### config.mk
export PLATFORM = sky130hd
export DESIGN_NAME = hmn_norm
export DESIGN_NICKNAME = d
export VERILOG_FILES = /design/src/rtl/hmn_pkg.sv /design/src/rtl/hmn_norm.sv
export SDC_FILE = /design/constraint.sdc
export NUM_CORES = 1
export LEC_CHECK = 0
export BUFFER_PORTS_ARGS = -buffer_cell sky130_fd_sc_hd__buf_2
export CAP_MARGIN = 20
export CORE_ASPECT_RATIO = 0.9
export CORE_UTILIZATION = 58
export DETAILED_ROUTE_END_ITERATION = 10
export PLACE_DENSITY = 0.79
export SETUP_SLACK_MARGIN = 0.5
export SLEW_MARGIN = 10
export SYNTH_ARGS = -nofsm -noshare
export SYNTH_HDL_FRONTEND = slang
export SYNTH_SLANG_ARGS = --single-unit
### constraint.sdc
create_clock -name clock -period 5.9 [get_ports clock]
set_input_delay 0.885 -clock clock [delete_from_list [all_inputs] [get_ports clock]]
set_output_delay 0.885 -clock clock [all_outputs]
set_load 0.02 [all_outputs]
### src/rtl/hmn_pkg.sv
`default_nettype none
package hmn_pkg;

   localparam int MAX_COLUMNS = 4096;
   localparam int MAX_ROWS    = 4096;
   localparam int COL_W       = $clog2(MAX_COLUMNS);
   localparam int ROW_W       = $clog2(MAX_ROWS);
   localparam int DIM_W       = 13;
   localparam int H_W         = 16;
   localparam int DIFF_W      = H_W + 1;
   localparam int SQ_W        = 2 * DIFF_W;
   localparam int MAG_W       = 15;
   localparam int NRM_W       = 16;
   localparam int STEPS       = 16;
   localparam int STEP_CNT_W  = $clog2(STEPS);
   localparam int NORM_SHIFT  = 2 * (STEPS - 1);
   localparam int NACC_W      = SQ_W + NORM_SHIFT + 2;
   localparam int TWO_Q8_8    = 512;
   localparam int TWO_SQ      = TWO_Q8_8 * TWO_Q8_8;

   localparam logic CSR_MAP_COLUMNS = 1'b0;
   localparam logic CSR_MAP_ROWS    = 1'b1;

   typedef enum logic [8:0] {
      S_IDLE   = 9'b000000001,
      S_READ   = 9'b000000010,
      S_WRITE  = 9'b000000100,
      S_PICK   = 9'b000001000,
      S_SQ     = 9'b000010000,
      S_SUM    = 9'b000100000,
      S_NSTART = 9'b001000000,
      S_NWAIT  = 9'b010000000,
      S_EMIT   = 9'b100000000
   } state_type;

   typedef struct packed {
      logic              start;
      logic [SQ_W-1:0]   sq;
      logic [SQ_W-1:0]   s;
   } norm_req_type;

   typedef struct packed {
      logic              done;
      logic [MAG_W-1:0]  mag;
   } norm_rsp_type;

endpackage
`default_nettype wire

### src/rtl/hmn_norm.sv
`default_nettype none
module hmn_norm (
   input  wire logic                 clock,
   input  wire logic                 reset,
   input  wire hmn_pkg::norm_req_type req,
   output hmn_pkg::norm_rsp_type      rsp
);

   logic                              busy_ff;
   logic                              done_ff;
   logic [hmn_pkg::STEP_CNT_W-1:0]    cnt_ff;
   logic [hmn_pkg::NACC_W-1:0]        r_ff;
   logic [hmn_pkg::NACC_W-1:0]        u_ff;
   logic [hmn_pkg::NACC_W-1:0]        w_ff;
   logic [hmn_pkg::STEPS-1:0]         t_ff;
   logic [hmn_pkg::NACC_W-1:0]        d;
   logic                              take;
   logic [hmn_pkg::STEPS:0]           t_rnd;

   // trial term (T+2^k)^2*s - T^2*s, restoring one result bit per cycle
   assign d    = u_ff + w_ff;
   assign take = r_ff >= d;

   always_ff @(posedge clock) begin
      if (reset) begin
         busy_ff <= 1'b0;
         done_ff <= 1'b0;
         cnt_ff  <= '0;
      end else begin
         done_ff <= 1'b0;
         if (req.start) begin
            busy_ff <= 1'b1;
            cnt_ff  <= '0;
         end else if (busy_ff) begin
            cnt_ff <= cnt_ff + 1'b1;
            if (cnt_ff == hmn_pkg::STEP_CNT_W'(hmn_pkg::STEPS - 1)) begin
               busy_ff <= 1'b0;
               done_ff <= 1'b1;
            end
         end
      end
   end

   always_ff @(posedge clock) begin
      if (req.start) begin
         r_ff <= hmn_pkg::NACC_W'(req.sq) << hmn_pkg::NORM_SHIFT;
         u_ff <= '0;
         w_ff <= hmn_pkg::NACC_W'(req.s) << hmn_pkg::NORM_SHIFT;
         t_ff <= '0;
      end else if (busy_ff) begin
         if (take) begin
            r_ff <= r_ff - d;
            u_ff <= (u_ff >> 1) + w_ff;
         end else begin
            u_ff <= u_ff >> 1;
         end
         w_ff <= w_ff >> 2;
         t_ff <= {t_ff[hmn_pkg::STEPS-2:0], take};
      end
   end

   // t holds floor of twice the scaled magnitude, so this rounds half away
   assign t_rnd    = {1'b0, t_ff} + 1'b1;
   assign rsp.done = done_ff;
   assign rsp.mag  = hmn_pkg::MAG_W'(t_rnd >> 1);

endmodule
`default_nettype wire

[Word level (Yosys, flattened, before mapping)]
Index checks and enable logic that the tools add are counted.
Word-level totals
  input bits: 71
  bits in registers: 218
  output and inout bits: 16
Cells by class
  magnitude comparators: 1
  equality and inequality tests: 1
  reductions and logical operators: 6
  muxes and demuxes: 10
  bitwise gates (word level): 1
  add/sub/neg operators: 5
Operator list (number)
  $mux W64: 5
  $add A65 B64 Y66: 1
  $add A66 B64 Y66: 1
  $ge A66 B66 Y1: 1
  $mux W66: 1
  $sub A66 B66 Y66: 1
  $add A16 B1 Y16 const B: 1
  $add A4 B1 Y4 const B: 1
  $eq A4 B4 Y1 const B: 1
  $mux W1: 4
  $reduce_and A2 Y1: 2
  $reduce_bool A2 Y1: 2
  $reduce_or A3 Y1: 1
  $reduce_or A2 Y1: 1
  $not A1 Y1: 1

[Depth between registers and ports, before layout]
  word-level depth: 5
  depth in mapped cells: 28
  depth with buffers taken out: 25

[Worst setup path before layout]
OpenSTA, ideal clock, no wires.
  path type: flip-flop to flip-flop
  start point: register u_ff[2] in the netlist's numbering
  end point: register r_ff[30] in the netlist's numbering (enable)
  stages on the path, launching flop included: 25
  data required time: 5511 ps
  buffers on the path: 2
  slack: -7 ps
  arrival: 5518 ps
  setup time: 389 ps
  path through: dfxtp_1 -> ha_1 -> nor2b_1 -> o311ai_2 -> a21oi_1 -> or4_1 -> a211oi_2 -> o21a_1 -> o21ai_1 -> a21oi_2 -> o31ai_1 -> a311oi_2 -> xor2_1 -> ha_1 -> clkbuf_1 -> and3_1 -> nand3_1 -> a21oi_1 -> a221o_1 -> nand2b_1 -> o211ai_1 -> o21ai_1 -> and2b_1 -> buf_2 -> inv_1
Between the ends
  cells in the longest elaborated chain, start to end: 4
Ends and longest elaborated chain
  start, declared: RTL line hmn_norm.sv:13  | logic [hmn_pkg::NACC_W-1:0] u_ff;
  start signal, assigned: RTL line hmn_norm.sv:53  | u_ff <= (u_ff >> 1) + w_ff;
  start signal, assigned: RTL line hmn_norm.sv:55  | u_ff <= u_ff >> 1;
  $add A66 B64 Y66: RTL line hmn_norm.sv:21  | assign d = u_ff + w_ff;
  $ge A66 B66 Y1: RTL line hmn_norm.sv:22  | assign take = r_ff >= d;
  $reduce_bool A2 Y1 (no line)
  $reduce_and A2 Y1 (no line)
  end signal, assigned: RTL line hmn_norm.sv:46  | r_ff <= hmn_pkg::NACC_W'(req.sq) << hmn_pkg::NORM_SHIFT;
  end signal, assigned: RTL line hmn_norm.sv:52  | r_ff <= r_ff - d;
  end, declared: RTL line hmn_norm.sv:12  | logic [hmn_pkg::NACC_W-1:0] r_ff;
Every way passes these cells.
A chain may end at the register's enable or synchronous reset.

[Worst setup path after layout]
  start point: register u_ff[4] in the netlist's numbering
  end point: register r_ff[52] in the netlist's numbering, data pin
Between the ends
  cells in the longest elaborated chain, start to end: 5
Ends and longest elaborated chain
  $add A66 B64 Y66: RTL line hmn_norm.sv:21
  $sub A66 B66 Y66: RTL line hmn_norm.sv:52
  $mux W64: RTL line hmn_norm.sv:51  | if (take) begin
  $mux W64: RTL line hmn_norm.sv:50  | end else if (busy_ff) begin
  $mux W64: RTL line hmn_norm.sv:45  | if (req.start) begin
Every way passes these cells. The select of a mux whose other input is x is not followed.

==> summary.txt <==
Outcome
  – Status: completed

Worst setup path
  – Startpoint Class: register
  – Bufs and invs on worst path: 3
  – Crit path DAT: 5.99 ns
  – Biggest cell delay along the critical path: 0.52 ns
  – Crit path max-delay family: compound AO/OA/AOI/OAI gates
  – CP Capture Type: register
  – RR Endpoint: r_ff[52]
  – Worst Setup Path Type: reg -> reg
  – Slowest stage cell, crit path: or4_4
  – RR Startpoint: u_ff[4]
  – Critical path cell sequence: ha_1 > a21o_1 > a211oi_2 > a21oi_2 > or4_4 > a211oi_4 > o21a_1 > buf_4 > buf_4 > xor2_1 > ha_1 > inv_1 > o21bai_1 > a21oi_1 > o2111ai_1 > nor3_2 > o21a_1 > o21ai_0 > a21oi_1 > xor2_1 > o21ai_2
  – Crit path max fanout: 5
  – Req. time, crit path: 6.21 ns
  – Worst R2R Path Depth: 21
  – R2R Setup Slk: 0.22 ns

Power
  – Net Switching: 0.005074 W
  – Net Sw Frac: 46.41%
  – Worst ir drop on vdd: 0.3501 mV
  – Internal power: 0.005860 W
  – Share of power burned in registers: 18.8%
  – Static Leak: 10.02 nW
  – Clock share of power: 14.8%
  – Combinational Power Share: 66.4%
  – Cell Pwr Density: 467.6 nW/um^2

Synth
  – Post-synth top flop: dfxtp_1
  – Syn Inst Count: 2485
  – Seq cells post-synth: 218
  – Distinct cells, synth: 78
  – Synth warnings: 0
  – Synth Area in Compound Gates: 29.12%
  – Mux cell area share after synthesis: 3.202%
  – Async set-or-reset flop fraction in the synthesized netlist: 0%
  – Register area share after synthesis: 25.57%
  – Synth Area in Adders: 12.73%
  – Synthesized net count: 2755
  – Post-synthesis cell area: 19730 sq um
  – Number of synthesized flops with an enable pin: 68
  – Synthesized area per cell: 7.941 sq um
  – Post-synthesis simple-gate area fraction: 16.26%
  – Largest family of logic cells by synthesized area: compound AO/OA/AOI/OAI gates
  – Post-Synth XOR/XNOR Area: 8.921%

STA
  – FMAX: 176.1 MHz
  – Slew @ Worst Pin: 1.001 ns
  – Setup Viol. Count Final: 0
  – Slew Limit Fails: 0
  – Period Utilization, post-route: 96.24%
  – Clock skew: 0.02284 ns
  – Final hold viol count: 0
  – Worst rel slew slack: 33.08%
  – Post-route minimum period: 5.678 ns
  – Unrepaired setup endpoints after global routing: yes

Floorplan
  – # IOs: 87
  – Initial core utilization: 59.46%
  – Rows: 63
  – Core area: 33190 sq um
  – Die area: 34760 sq um
  – Die Ht: 177.0 um
  – Die X: 196.4 um

Worst hold path
  – Tightest Hold Check Type: reg -> reg
  – Hold Crit Depth: 2
  – Hold_sp: r_ff[15]
  – Sink of the worst hold path: r_ff[15]

Place
  – Post-DP HPWL: 44.36 mm
  – Placed Area: 20610 sq um
  – Final RePlAce weighted congestion: 0.9835
  – IO buf count: 86

Detailed routing
  – DR DRC count: 0
  – Final WL: 63.29 mm
  – DRT iter0 DRCs: 2174
  – Post-route ant nets: 0
  – Pre-antenna DRT Iters: 7
  – Avg WL per Cell: 20.74 um
  – Via Count: 20000
  – Detail-routed via count per cell: 6.554

Global routing
  – All-layer global routing usage: 34.69%
  – First-pass GRT wire length: 96.97 mm
  – Grt ovf: 0
  – Initial antenna violation count: 0
  – Number of global-route vias before repair: 18600
  – Largest net degree at the start of global routing: 72

Clocking
  – H-tree depth: 1
  – Clock insertion delay at the later pin of the skew report: 0.58 ns
  – Clk sinks: 218
  – Clk buf depth: 3
  – Clk root buf: clkbuf_16
  – # hold bufs at CTS: 0
  – Reg clk slew, reported paths: 0.06 ns
  – CTS buffer count: 26
  – TritonCTS clock tree: yes

Layout
  – Syn-to-layout area delta: 18.49%
  – Finished Cell Area: 23380 sq um
  – Layout Nets: 2848
  – N_diodes: 0
  – Fin util: 70.46%
  – Ratio of cells with drive above 1 in the final layout: 17.25%
  – Fill cell count: 2662

Flow run
  – Max-cap violation count: 0
-- repair_timing --
action / CTS / global route
pin swaps: 43 / 70
gates resized for setup: 112 / 193
cloned: 15 / 1
endpoints found under the setup margin: 167 / 167
setup buffers: 40 / 22
-- cell usage after synthesis, types with 62 or more instances --
cell	count	area, sq um
a21oi_1	268	1341
nor2_1	228	855.8
nand2_1	226	848.3
ha_1	196	2452
o21ai_0	188	940.9
dfxtp_1	150	3003
clkbuf_1	120	450.4
xnor2_1	117	1025
a21o_1	104	780.8
xor2_1	84	735.7
edfxtp_1	68	2042
nand4_1	63	394.1
inv_1	62	232.7
mux2i_1	62	620.6
-- power by group through the flow --
stage	Clock [W]	Sequential [W]	Combinational [W]
floorplan	0	0.00197	0.00435
global placement	0	0.00206	0.00559
detailed placement	0	0.00207	0.00564
CTS	0.00164	0.00204	0.00646
global route	0.00169	0.00207	0.00777
finish	0.00162	0.00206	0.00726
-- state kept, by name, summed over array words and instances, names as in the netlist --
register / cells
w_ff: 64
cnt_ff: 4
t_ff: 16
done_ff: 1
r_ff: 66
u_ff: 66
busy_ff: 1
-- worst min-delay path, delay by kind of cell (launching register included) --
kind	cells	cell delay (ns)
AOI/OAI and AO/OA	1	0.05
DFF	1	0.32
and+or+nand+nor	1	0.05
-- per-layer routing --
layer,vias up,part of all wire (%),GRT usage (%)
met3,201,7.1,4.726
met2,987,48,60.15
met5,-,0,0
met1,9427,40,42.54
met4,0,4.6,16.24
li1,9389,-,-
-- cell usage in the layout (no fill, tap or decap), types with 59 or more instances in the layout --
master      n
a21oi_1   258
nor2_1    224
nand2_1   219
ha_1      172
dfxtp_1   138
o21ai_0   121
xnor2_1   116
a21o_1    104
buf_2      85
xor2_1     84
edfxtp_1   68
buf_4      64
nand4_1    63
mux2i_1    60
inv_1      59
o21ai_2    59
-- per-stage QoR --
stage	setup TNS [ns]	worst slack (ns)	instances	power, W	hold WS [ns]
finish	0	0.2216	3052	0.01093	0.4570
global route	0	0.08116	3052	0.01153	0.4719
CTS	0	0.3125	3029	0.01014	0.4671
global placement	0	0.04846	2927	0.007648	0.4408
floorplan	0	0.2181	2485	0.006316	0.4308
detailed placement	-0.8129	-0.04216	2927	0.007704	0.4542
-- how the worst max path moves through the flow --
| stage | start | endpoint | slack, ns | cells past startpoint |
|---|---|---|---|---|
| after floorplan | w_ff[0] | r_ff[30] | 0.22 | 26 |
| after detailed placement | w_ff[3] | r_ff[55] | -0.04 | 24 |
| final | u_ff[4] | r_ff[52] | 0.22 | 21 |
| after CTS | u_ff[21] | u_ff[8] | 0.31 | 27 |
| after global routing | u_ff[4] | r_ff[52] | 0.08 | 25 |
| after global placement | w_ff[3] | r_ff[59] | 0.05 | 24 |
-- cells by family (layout without fill, tap and decap cells) --
group                    after synthesis  after routing
AO/OA/AOI/OAI                        894            894
AND/OR/NAND/NOR                      706            706
flip-flops                           218            218
buffers and inverters                204            316
XOR/XNOR                             201            201
adder cells (fa/ha/maj)              199            199
multiplexers                          63             63
-- final cells by class --
| cell class | instances | area (sq um) | share of cell area, % |
|---|---|---|---|
| timing repair buffer | 207 | 1977 | 8.455 |
| clock inverter | 13 | 82.58 | 0.3532 |
| tap | 455 | 569.3 | 2.435 |
| inverter | 62 | 236.5 | 1.011 |
| sequential | 218 | 5062 | 21.65 |
| clock buffer | 34 | 763.2 | 3.264 |
| multi-input combinational | 2063 | 14690 | 62.83 |
No activity file was read; power rests on OpenSTA's default activity.
